--- config.mk ---
export PLATFORM = sky130hd
export DESIGN_NAME = fit_policy_block_allocator
export DESIGN_NICKNAME = d
export VERILOG_FILES = /design/src/rtl/fpba_pkg.sv /design/src/rtl/fpba_ctrl.sv /design/src/rtl/fpba_dp.sv /design/src/rtl/fit_policy_block_allocator.sv
export SDC_FILE = /design/constraint.sdc
export NUM_CORES = 2
export LEC_CHECK = 0
export ABC_AREA = 1
export BUFFER_PORTS_ARGS = -buffer_cell sky130_fd_sc_hd__buf_4
export CAP_MARGIN = 10
export CORE_ASPECT_RATIO = 1.25
export CORE_MARGIN = 8
export CORE_UTILIZATION = 34
export CTS_CLUSTER_DIAMETER = 80
export DETAILED_ROUTE_END_ITERATION = 8
export SLEW_MARGIN = 10
export SYNTH_ARGS = -nofsm -noshare
export SYNTH_HDL_FRONTEND = slang
export SYNTH_HIERARCHICAL = 1
export SYNTH_SLANG_ARGS = --single-unit
export TNS_END_PERCENT = 50
--- constraint.sdc ---
create_clock -name clk_i -period 14 [get_ports clk_i]
set_clock_uncertainty 0.15 [all_clocks]
set_input_delay 2.8 -clock clk_i [delete_from_list [all_inputs] [get_ports clk_i]]
set_output_delay 2.8 -clock clk_i [all_outputs]
set_load 0.01 [all_outputs]
--- src/rtl/fpba_pkg.sv ---
// ----------------------------------------------------------------------------
// fpba_pkg: shared definitions for the fit-policy block allocator
// Field widths, status and policy codes, controller/datapath interface types
// and the saturating counter helper.
// ----------------------------------------------------------------------------
package fpba_pkg;

  localparam int DefTableDepth = 64;
  localparam int DefSizeBits   = 16;

  localparam int SizeFieldW = 16;
  localparam int IdxFieldW  = 6;
  localparam int CountW     = 32;
  localparam int FreeW      = 22;
  localparam int PolicyW    = 2;
  localparam int StatusW    = 3;

  localparam int InDataW  = SizeFieldW;
  localparam int InUserW  = 1;
  localparam int OutUserW = StatusW;
  localparam int OutDataW = 128;

  localparam logic [FreeW-1:0] FreeMax = '1;

  typedef enum logic [StatusW-1:0] {
    STATUS_LOADED  = 3'd0,
    STATUS_GRANTED = 3'd1,
    STATUS_NOGRANT = 3'd2,
    STATUS_SKIPPED = 3'd3,
    STATUS_FULL    = 3'd4
  } status_e;

  localparam logic [PolicyW-1:0] POLICY_FIRST = 2'd0;
  localparam logic [PolicyW-1:0] POLICY_BEST  = 2'd1;
  localparam logic [PolicyW-1:0] POLICY_WORST = 2'd2;

  localparam logic CMD_APPEND  = 1'b0;
  localparam logic CMD_REQUEST = 1'b1;

  // Commands from the controller to the datapath, one step per cycle.
  typedef struct packed {
    logic load;
    logic exec;
    logic scan;
    logic commit;
  } dp_cmd_t;

  // Status from the datapath back to the controller.
  typedef struct packed {
    logic scan_req;
    logic scan_hit;
    logic scan_done;
  } dp_stat_t;

  function automatic logic [CountW-1:0] sat_inc(input logic [CountW-1:0] v);
    return (v == '1) ? v : v + 1'b1;
  endfunction

endpackage

--- src/rtl/fpba_ctrl.sv ---
// ----------------------------------------------------------------------------
// fpba_ctrl: sequencer of the fit-policy block allocator
// Takes one item at a time, steps the datapath through execute and, for a
// nonzero request, table scan and write back, and loads the output register.
// ----------------------------------------------------------------------------
module fpba_ctrl (
  input  logic              clk_i,
  input  logic              rst_ni,
  input  logic              in_valid_i,
  output logic              in_ready_o,
  input  logic              out_free_i,
  output logic              out_load_o,
  output fpba_pkg::dp_cmd_t cmd_o,
  input  fpba_pkg::dp_stat_t stat_i
);

  typedef enum logic [2:0] {
    ST_IDLE,
    ST_EXEC,
    ST_SCAN,
    ST_COMMIT,
    ST_DONE
  } state_e;

  state_e state_q, state_d;
  logic   ready_q;

  always_comb begin
    state_d    = state_q;
    cmd_o      = '0;
    out_load_o = 1'b0;
    unique case (state_q)
      ST_IDLE: begin
        cmd_o.load = in_valid_i && ready_q;
        if (in_valid_i && ready_q) begin
          state_d = ST_EXEC;
        end
      end
      ST_EXEC: begin
        cmd_o.exec = 1'b1;
        state_d    = stat_i.scan_req ? ST_SCAN : ST_DONE;
      end
      ST_SCAN: begin
        cmd_o.scan = 1'b1;
        if (stat_i.scan_hit || stat_i.scan_done) begin
          state_d = ST_COMMIT;
        end
      end
      ST_COMMIT: begin
        cmd_o.commit = 1'b1;
        state_d      = ST_DONE;
      end
      ST_DONE: begin
        // Wait here only while the previous result has not been taken.
        if (out_free_i) begin
          out_load_o = 1'b1;
          state_d    = ST_IDLE;
        end
      end
      default: state_d = ST_IDLE;
    endcase
  end

  always_ff @(posedge clk_i or negedge rst_ni) begin
    if (!rst_ni) begin
      state_q <= ST_IDLE;
      ready_q <= 1'b0;
    end else begin
      state_q <= state_d;
      ready_q <= (state_d == ST_IDLE);
    end
  end

  assign in_ready_o = ready_q;

endmodule

--- src/rtl/fpba_dp.sv ---
// ----------------------------------------------------------------------------
// fpba_dp: datapath of the fit-policy block allocator
// Holds the block table memory, the policy register, the scan pointer and
// candidate registers, and the saturating running totals.
// ----------------------------------------------------------------------------
module fpba_dp #(
  parameter int TABLE_DEPTH = fpba_pkg::DefTableDepth,
  parameter int SIZE_BITS   = fpba_pkg::DefSizeBits
) (
  input  logic                           clk_i,
  input  logic                           rst_ni,
  input  fpba_pkg::dp_cmd_t              cmd_i,
  output fpba_pkg::dp_stat_t             stat_o,
  input  logic                           cfg_valid_i,
  input  logic [fpba_pkg::PolicyW-1:0]   cfg_data_i,
  input  logic                           in_command_i,
  input  logic [fpba_pkg::SizeFieldW-1:0] in_size_i,
  output fpba_pkg::status_e              res_status_o,
  output logic [fpba_pkg::IdxFieldW-1:0] res_index_o,
  output logic [fpba_pkg::CountW-1:0]    visits_o,
  output logic [fpba_pkg::CountW-1:0]    failures_o,
  output logic [fpba_pkg::CountW-1:0]    requests_o,
  output logic [fpba_pkg::FreeW-1:0]     free_o
);

  localparam int AddrW = (TABLE_DEPTH > 1) ? $clog2(TABLE_DEPTH) : 1;
  localparam int CntW  = $clog2(TABLE_DEPTH + 1);
  localparam int InW   = (SIZE_BITS < fpba_pkg::SizeFieldW) ? SIZE_BITS
                                                            : fpba_pkg::SizeFieldW;
  localparam int EntW  = SIZE_BITS + 1;

  // Each word is {valid, size}. Only words below the fill count are read.
  logic [EntW-1:0] mem_q [TABLE_DEPTH];

  logic [fpba_pkg::PolicyW-1:0] policy_q;
  logic                         cmd_q;
  logic [SIZE_BITS-1:0]         req_q;
  logic [CntW-1:0]              count_q;
  logic [CntW-1:0]              rd_addr_q;
  logic                         rd_vld_q;
  logic [EntW-1:0]              rd_data_q;
  logic [AddrW-1:0]             rd_idx_q;
  logic                         pick_vld_q;
  logic [AddrW-1:0]             pick_idx_q;
  logic [SIZE_BITS-1:0]         pick_slack_q;
  logic [fpba_pkg::CountW-1:0]  visits_q;
  logic [fpba_pkg::CountW-1:0]  fails_q;
  logic [fpba_pkg::CountW-1:0]  reqs_q;
  logic [fpba_pkg::FreeW-1:0]   free_q;
  fpba_pkg::status_e            res_status_q;
  logic [fpba_pkg::IdxFieldW-1:0] res_idx_q;

  logic                       table_full;
  logic                       req_zero;
  logic                       rd_issue;
  logic [SIZE_BITS-1:0]       ent_size;
  logic                       ent_valid;
  logic                       visit;
  logic [SIZE_BITS-1:0]       slack;
  logic                       fits;
  logic                       exact;
  logic                       hit;
  logic                       take;
  logic [fpba_pkg::FreeW:0]   free_add;
  logic [fpba_pkg::FreeW-1:0] free_sub;

  assign table_full = (count_q == CntW'(TABLE_DEPTH));
  assign req_zero   = (req_q == '0);
  assign rd_issue   = (rd_addr_q < count_q);
  assign ent_size   = rd_data_q[SIZE_BITS-1:0];
  assign ent_valid  = rd_data_q[SIZE_BITS];
  assign visit      = cmd_i.scan && rd_vld_q && ent_valid;
  assign slack      = ent_size - req_q;
  assign fits       = (ent_size >= req_q);
  assign exact      = (ent_size == req_q);

  // Best fit keeps the first of equal slacks; worst fit moves to the last.
  always_comb begin
    hit  = 1'b0;
    take = 1'b0;
    case (policy_q)
      fpba_pkg::POLICY_BEST: begin
        if (exact) begin
          hit = 1'b1;
        end else if (!exact && fits && (!pick_vld_q || slack < pick_slack_q)) begin
          take = 1'b1;
        end
      end
      fpba_pkg::POLICY_WORST: begin
        if (fits && (!pick_vld_q || slack >= pick_slack_q)) begin
          take = 1'b1;
        end
      end
      default: begin
        hit = fits;
      end
    endcase
  end

  assign free_add = {1'b0, free_q} + (fpba_pkg::FreeW + 1)'(req_q);
  assign free_sub = (free_q > fpba_pkg::FreeW'(req_q))
                    ? free_q - fpba_pkg::FreeW'(req_q) : '0;

  assign stat_o.scan_req  = (cmd_q == fpba_pkg::CMD_REQUEST) && !req_zero;
  assign stat_o.scan_hit  = visit && hit;
  assign stat_o.scan_done = !rd_vld_q && !rd_issue;

  always_ff @(posedge clk_i or negedge rst_ni) begin
    if (!rst_ni) begin
      policy_q   <= fpba_pkg::POLICY_FIRST;
      count_q    <= '0;
      rd_addr_q  <= '0;
      rd_vld_q   <= 1'b0;
      pick_vld_q <= 1'b0;
      visits_q   <= '0;
      fails_q    <= '0;
      reqs_q     <= '0;
      free_q     <= '0;
    end else begin
      if (cfg_valid_i) begin
        policy_q <= cfg_data_i;
      end
      if (cmd_i.exec) begin
        if (cmd_q == fpba_pkg::CMD_APPEND) begin
          if (!table_full) begin
            count_q <= count_q + 1'b1;
            free_q  <= free_add[fpba_pkg::FreeW] ? fpba_pkg::FreeMax
                                                 : free_add[fpba_pkg::FreeW-1:0];
          end
        end else begin
          reqs_q     <= fpba_pkg::sat_inc(reqs_q);
          rd_addr_q  <= '0;
          rd_vld_q   <= 1'b0;
          pick_vld_q <= 1'b0;
        end
      end
      if (cmd_i.scan) begin
        rd_vld_q <= rd_issue;
        if (rd_issue) begin
          rd_addr_q <= rd_addr_q + 1'b1;
        end
        if (visit) begin
          visits_q <= fpba_pkg::sat_inc(visits_q);
          if (hit || take) begin
            pick_vld_q <= 1'b1;
          end
        end
      end
      if (cmd_i.commit) begin
        if (pick_vld_q) begin
          free_q <= free_sub;
        end else begin
          fails_q <= fpba_pkg::sat_inc(fails_q);
        end
      end
    end
  end

  always_ff @(posedge clk_i) begin
    if (cmd_i.load) begin
      cmd_q <= in_command_i;
      req_q <= SIZE_BITS'(in_size_i[InW-1:0]);
    end
    if (cmd_i.exec) begin
      if (cmd_q == fpba_pkg::CMD_APPEND) begin
        if (table_full) begin
          res_status_q <= fpba_pkg::STATUS_FULL;
          res_idx_q    <= '0;
        end else begin
          mem_q[count_q[AddrW-1:0]] <= {1'b1, req_q};
          res_status_q <= fpba_pkg::STATUS_LOADED;
          res_idx_q    <= fpba_pkg::IdxFieldW'(count_q[AddrW-1:0]);
        end
      end else begin
        // A scanned request overwrites this at write back.
        res_status_q <= fpba_pkg::STATUS_SKIPPED;
        res_idx_q    <= '0;
      end
    end
    if (cmd_i.scan) begin
      if (rd_issue) begin
        rd_data_q <= mem_q[rd_addr_q[AddrW-1:0]];
        rd_idx_q  <= rd_addr_q[AddrW-1:0];
      end
      if (visit && (hit || take)) begin
        pick_idx_q   <= rd_idx_q;
        pick_slack_q <= slack;
      end
    end
    if (cmd_i.commit) begin
      if (pick_vld_q) begin
        mem_q[pick_idx_q] <= {(pick_slack_q != '0), pick_slack_q};
        res_status_q      <= fpba_pkg::STATUS_GRANTED;
        res_idx_q         <= fpba_pkg::IdxFieldW'(pick_idx_q);
      end else begin
        res_status_q <= fpba_pkg::STATUS_NOGRANT;
        res_idx_q    <= '0;
      end
    end
  end

  assign res_status_o = res_status_q;
  assign res_index_o  = res_idx_q;
  assign visits_o     = visits_q;
  assign failures_o   = fails_q;
  assign requests_o   = reqs_q;
  assign free_o       = free_q;

endmodule

--- src/rtl/fit_policy_block_allocator.sv ---
// Sequence: an append or a zero-size request has its result registered in the
// execute step; any other request scans the filled entries in order, stopping
// at a match where the policy allows, and then writes the result back.
// Flow: one item at a time; the next transfer is taken only after the result
// is moved to the output register, and a result not yet taken holds off the next one.
// Reset: asynchronous, clears the table fill count, totals and policy.
// ----------------------------------------------------------------------------
// fit_policy_block_allocator: first/best/worst fit block allocator
// Loads a table of free block sizes and serves size requests by a scan of
// the table under the configured fit policy, with saturating totals.
// ----------------------------------------------------------------------------
module fit_policy_block_allocator #(
  parameter int TABLE_DEPTH = fpba_pkg::DefTableDepth,
  parameter int SIZE_BITS   = fpba_pkg::DefSizeBits
) (
  input  logic                           clk_i,
  input  logic                           rst_ni,
  input  logic                           cfg_valid_i,
  output logic                           cfg_ready_o,
  input  logic [fpba_pkg::PolicyW-1:0]   cfg_data_i,   // fit_policy
  input  logic                           s_axis_tvalid,
  output logic                           s_axis_tready,
  input  logic [fpba_pkg::InDataW-1:0]   s_axis_tdata,  // size_value
  input  logic [fpba_pkg::InUserW-1:0]   s_axis_tuser,  // command
  output logic                           m_axis_tvalid,
  input  logic                           m_axis_tready,
  // block_index, visits_total, failures_total, requests_total, free_total
  output logic [fpba_pkg::OutDataW-1:0]  m_axis_tdata,
  output logic [fpba_pkg::OutUserW-1:0]  m_axis_tuser   // status
);

  localparam int PadW = fpba_pkg::OutDataW
                        - (fpba_pkg::IdxFieldW + 3 * fpba_pkg::CountW + fpba_pkg::FreeW);

  fpba_pkg::dp_cmd_t              dp_cmd;
  fpba_pkg::dp_stat_t             dp_stat;
  fpba_pkg::status_e              res_status;
  logic [fpba_pkg::IdxFieldW-1:0] res_index;
  logic [fpba_pkg::CountW-1:0]    visits;
  logic [fpba_pkg::CountW-1:0]    failures;
  logic [fpba_pkg::CountW-1:0]    requests;
  logic [fpba_pkg::FreeW-1:0]     free_sum;
  logic                           out_free;
  logic                           out_load;

  logic                          out_vld_q;
  logic [fpba_pkg::OutDataW-1:0] out_data_q;
  logic [fpba_pkg::OutUserW-1:0] out_user_q;

  assign cfg_ready_o = 1'b1;
  assign out_free    = !out_vld_q || m_axis_tready;

  fpba_ctrl u_ctrl (
    .clk_i      (clk_i),
    .rst_ni     (rst_ni),
    .in_valid_i (s_axis_tvalid),
    .in_ready_o (s_axis_tready),
    .out_free_i (out_free),
    .out_load_o (out_load),
    .cmd_o      (dp_cmd),
    .stat_i     (dp_stat)
  );

  fpba_dp #(
    .TABLE_DEPTH (TABLE_DEPTH),
    .SIZE_BITS   (SIZE_BITS)
  ) u_dp (
    .clk_i        (clk_i),
    .rst_ni       (rst_ni),
    .cmd_i        (dp_cmd),
    .stat_o       (dp_stat),
    .cfg_valid_i  (cfg_valid_i),
    .cfg_data_i   (cfg_data_i),
    .in_command_i (s_axis_tuser[0]),
    .in_size_i    (s_axis_tdata),
    .res_status_o (res_status),
    .res_index_o  (res_index),
    .visits_o     (visits),
    .failures_o   (failures),
    .requests_o   (requests),
    .free_o       (free_sum)
  );

  always_ff @(posedge clk_i or negedge rst_ni) begin
    if (!rst_ni) begin
      out_vld_q <= 1'b0;
    end else if (out_load) begin
      out_vld_q <= 1'b1;
    end else if (m_axis_tready) begin
      out_vld_q <= 1'b0;
    end
  end

  // The totals are captured here so later items cannot disturb a held result.
  always_ff @(posedge clk_i) begin
    if (out_load) begin
      out_user_q <= res_status;
      out_data_q <= {{PadW{1'b0}}, free_sum, requests, failures, visits, res_index};
    end
  end

  assign m_axis_tvalid = out_vld_q;
  assign m_axis_tdata  = out_data_q;
  assign m_axis_tuser  = out_user_q;

endmodule

==> summary.md <==
| Metric | Value |
|---|---|
| Post-Place Worst Slack | 8.63 ns |
| P_sw | 4.55 mW |
| Final setup TNS | 0 ns |
| Post-synth EDFFs | 1286 |
| Net Sw Frac | 0.358 |
| Post-route worst setup slack | 8.56 ns |
| Max Freq | 184 MHz |
| Row count | 189 |
| CTS H-tree depth | 4 |
| Least-Margin Pin Slew | 1.33 ns |
| Syn_area_per_cell | 9.13 um2 |
| Nets | 7817 |
| Power share of the clock group | 0.304 |
| Comb pwr share | 0.286 |
| Worst EP required | 14.24 ns |
| Worst rel slew slack | 0.113 |
| Share of layout cells above drive strength 1 | 0.0898 |
| Slowest stage cell, crit path | nand2_1 |
| Root buf cell | clkbuf_16 |
| Chip Height | 532 um |
| TritonCTS clock tree | built |
| Hold Violations, Final | 0 |
| Core outline area | 212000 um2 |
| Worst-path fanout max | 64 |
| Post-synthesis sequential area ratio | 0.582 |
| Top FF cell, synth | edfxtp_1 |
| P&R area growth vs syn | 11.3% |
| CTS resizes | 0 |
| Detail Placement HPWL | 152000 um |
| Synth warnings | 6 |
| Worst setup SP type | flop |
| Worst-path cell chain | inv_2 > buf_4 > ha_1 > a21o_1 > a21oi_1 > nand2_1 > a21oi_1 > o21bai_1 > xor2_1 > ha_1 > nand2_1 > o21ai_0 > a21oi_1 > nand2_1 > nand2_1 > nand2_1 > nand2_1 > nand2_1 > nand2_1 |
| Flops & latches, synth | 1427 |
| Worst path most repeated cell | nand2_1 |
| Delay-heaviest family, CP | simple AND/OR/NAND/NOR gates |
| DR WL/cell | 23.5 um |
| Critical Path End Type | flop |
| Sequential Power Share | 0.410 |
| Buffers and inverters on the worst path | 2 |
| Worst flop-to-flop path startpoint | u_dp/req_q[5] |
| Type of the most critical hold path | reg -> reg |
| Clock sink count | 1427 |
| Vias per inst | 5.54 |
| Worst-skew pair later-pin latency | 0.82 ns |
| RSZ-0062 raised after global routing | no |
| Clock Tree Buf Depth | 3 |
| Die area | 228000 um2 |
| Hold Crit Start | u_dp/res_status_o[2] |
| Largest net degree at the start of global routing | 174 |
| Global-route wire length before repair | 367000 um |
| Post-CTS Hold Buffers | 0 |
| WP data arrival | 5.68 ns |
| Drt first pass iters | 6 |
| # setup viols final | 0 |
| Die Wd | 429 um |
| Vias in the first global route | 55900 |
| Post-synth ARST share | 0.0988 |
| DRT iter0 DRCs | 6857 |
| Cell Count, Final, Fillers Out | 10600 |
| # IOs | 158 |
| Antenna Nets Post-Route | 0 |
| Minimum clock period | 5.44 ns |
| Routability cong. | 0.944 |
| Buffers on Ports | 152 |
| Design Power | 12.7 mW |
| Routed via count | 58800 |
| Largest stage delay, worst path | 0.82 ns |
| Synthesized cell area | 72400 um2 |
| Clock slew seen by the registers of the worst setup and hold paths | 0.06 ns |
| DRC violations left | 0 |
| Hold WS | 0.237 ns |
| Yosys cell types | 51 |
| Global route overflow | 0 |
| Status | completed |
| Fill cell count | 20900 |
| Area after DPL | 75900 um2 |
| Max Cap Viol | 0 |
| Max VDD drop | 0.104 mV |
| Cell count after synthesis | 7927 |
| Max-slew violation count | 0 |
| Fin area | 80600 um2 |
| Initial Utilization | 0.342 |
| Int Pwr | 8.17 mW |
| Power Dens Cells | 158 nW/um2 |
| All-layer global routing usage | 0.209 |
| Worst setup path start | u_dp/req_q[5] |
| CP Class | reg -> reg |
| CTS Buf Count | 150 |
| Setup bufs post-CTS | 0 |
| Final core utilization | 0.380 |
| Antenna violations before repair | 7 |
| Final period util | 0.389 |
| Post-Route WL | 249000 um |
| Placed cells | 10300 |
| Leak | 27.0 nW |
-- power by group through the flow --
stage	Combinational, mW	Clock, mW	Sequential (mW)
after floorplan	2.27	0	5.24
after global placement	3.52	0	5.30
after detailed placement	3.56	0	5.30
after CTS	3.57	3.93	5.21
after global routing	3.93	4.07	5.23
final	3.64	3.86	5.21
-- synth_stat cells, types with 15 or more instances --
| master | instances | share of area |
|---|---|---|
| ha_1 | 78 | 0.013 |
| nand3_1 | 187 | 0.013 |
| o21ai_0 | 1655 | 0.11 |
| nor3_1 | 67 | 0.0046 |
| o22ai_1 | 220 | 0.019 |
| a21oi_1 | 66 | 0.0046 |
| inv_2 | 23 | 0.0012 |
| inv_1 | 253 | 0.013 |
| buf_4 | 15 | 0.0016 |
| xor2_1 | 110 | 0.013 |
| clkbuf_2 | 16 | 0.0011 |
| buf_1 | 17 | 0.00088 |
| dfrtp_1 | 141 | 0.049 |
| xnor2_1 | 24 | 0.0029 |
| clkinv_1 | 20 | 0.0010 |
| o21ai_1 | 39 | 0.0027 |
| edfxtp_1 | 1286 | 0.53 |
| nor4_1 | 21 | 0.0018 |
| nand4_1 | 39 | 0.0034 |
| nand2_1 | 1834 | 0.095 |
| buf_2 | 151 | 0.010 |
| clkbuf_1 | 486 | 0.025 |
| nor2_1 | 942 | 0.049 |
| o211ai_1 | 137 | 0.014 |
-- path summary, 6_finish.rpt --
| path | to | slack, ns | depth (start not counted) |
|---|---|---|---|
| min in group asynchronous | u_dp/free_o[20] | 1.92 | 1 |
| worst max register to register | u_dp/pick_slack_q[8] | 8.56 | 19 |
| worst min register to register | m_axis_tuser[2] | 0.24 | 0 |
| worst max-delay path | u_dp/pick_slack_q[8] | 8.56 | 19 |
| max in group asynchronous | u_dp/requests_o[19] | 10.32 | 2 |
| worst min-delay path | m_axis_tuser[2] | 0.24 | 0 |
-- registers in the layout, summed over array words and instances (netlist names), 2 cells and up --
name               count
u_dp/mem_q          1088
m_axis_tdata         124
u_dp/failures_o       32
u_dp/requests_o       32
u_dp/visits_o         32
u_dp/free_o           22
u_dp/rd_data_q        17
u_dp/pick_slack_q     16
u_dp/req_q            16
u_dp/count_q           7
u_dp/rd_addr_q         7
u_dp/pick_idx_q        6
u_dp/rd_idx_q          6
u_dp/res_index_o       6
m_axis_tuser           3
u_ctrl/state_q         3
u_dp/res_status_o      3
u_dp/policy_q          2
-- cell families (layout without fill, tap and decap cells) --
| kind of cell | after synthesis | count (layout) | share of synthesized area |
|---|---|---|---|
| compound gates | 2166 | 2166 | 0.160 |
| simple gates | 3132 | 3132 | 0.171 |
| flops | 1427 | 1427 | 0.582 |
| buf+inv | 985 | 886 | 0.0552 |
| xor+xnor | 134 | 134 | 0.0162 |
| fa+ha+maj | 81 | 81 | 0.0143 |
| other cells | 2 | 9 | 0.000104 |
-- per-layer routing --
layer  vias up  GRT usage  share of wire
li1      26900          -              -
met3       612     0.0346          0.081
met2      2842      0.348           0.47
met1     28400      0.258           0.38
met5         -          0       0.000072
met4         4      0.117          0.064
-- layout by cell type, fill, tap and decap left out, types with 36 or more instances in the layout --
master,instances
clkbuf_1,43
dfrtp_1,138
ha_1,78
nor3_1,66
clkinv_1,39
o22ai_1,168
o21ai_0,1654
inv_1,252
o211ai_1,137
o22ai_2,52
nor2_2,59
nand4_1,39
xor2_1,110
nor2_1,890
clkbuf_16,154
nand2_1,1834
edfxtp_1,1286
inv_2,36
o21ai_1,39
buf_4,315
nand3_1,187
a21oi_1,66
-- cell type report --
class,count,area [um2],area share
multi-input combinational,5518,26700,0.332
clock inverter,71,571,0.00708
tap,2769,3460,0.0430
antenna,4,10.0,0.000124
sequential,1427,42200,0.523
clock buffer,200,4060,0.0503
timing repair buffer,319,2430,0.0302
inverter,296,1130,0.0140
(Power assumes the default switching activity.)
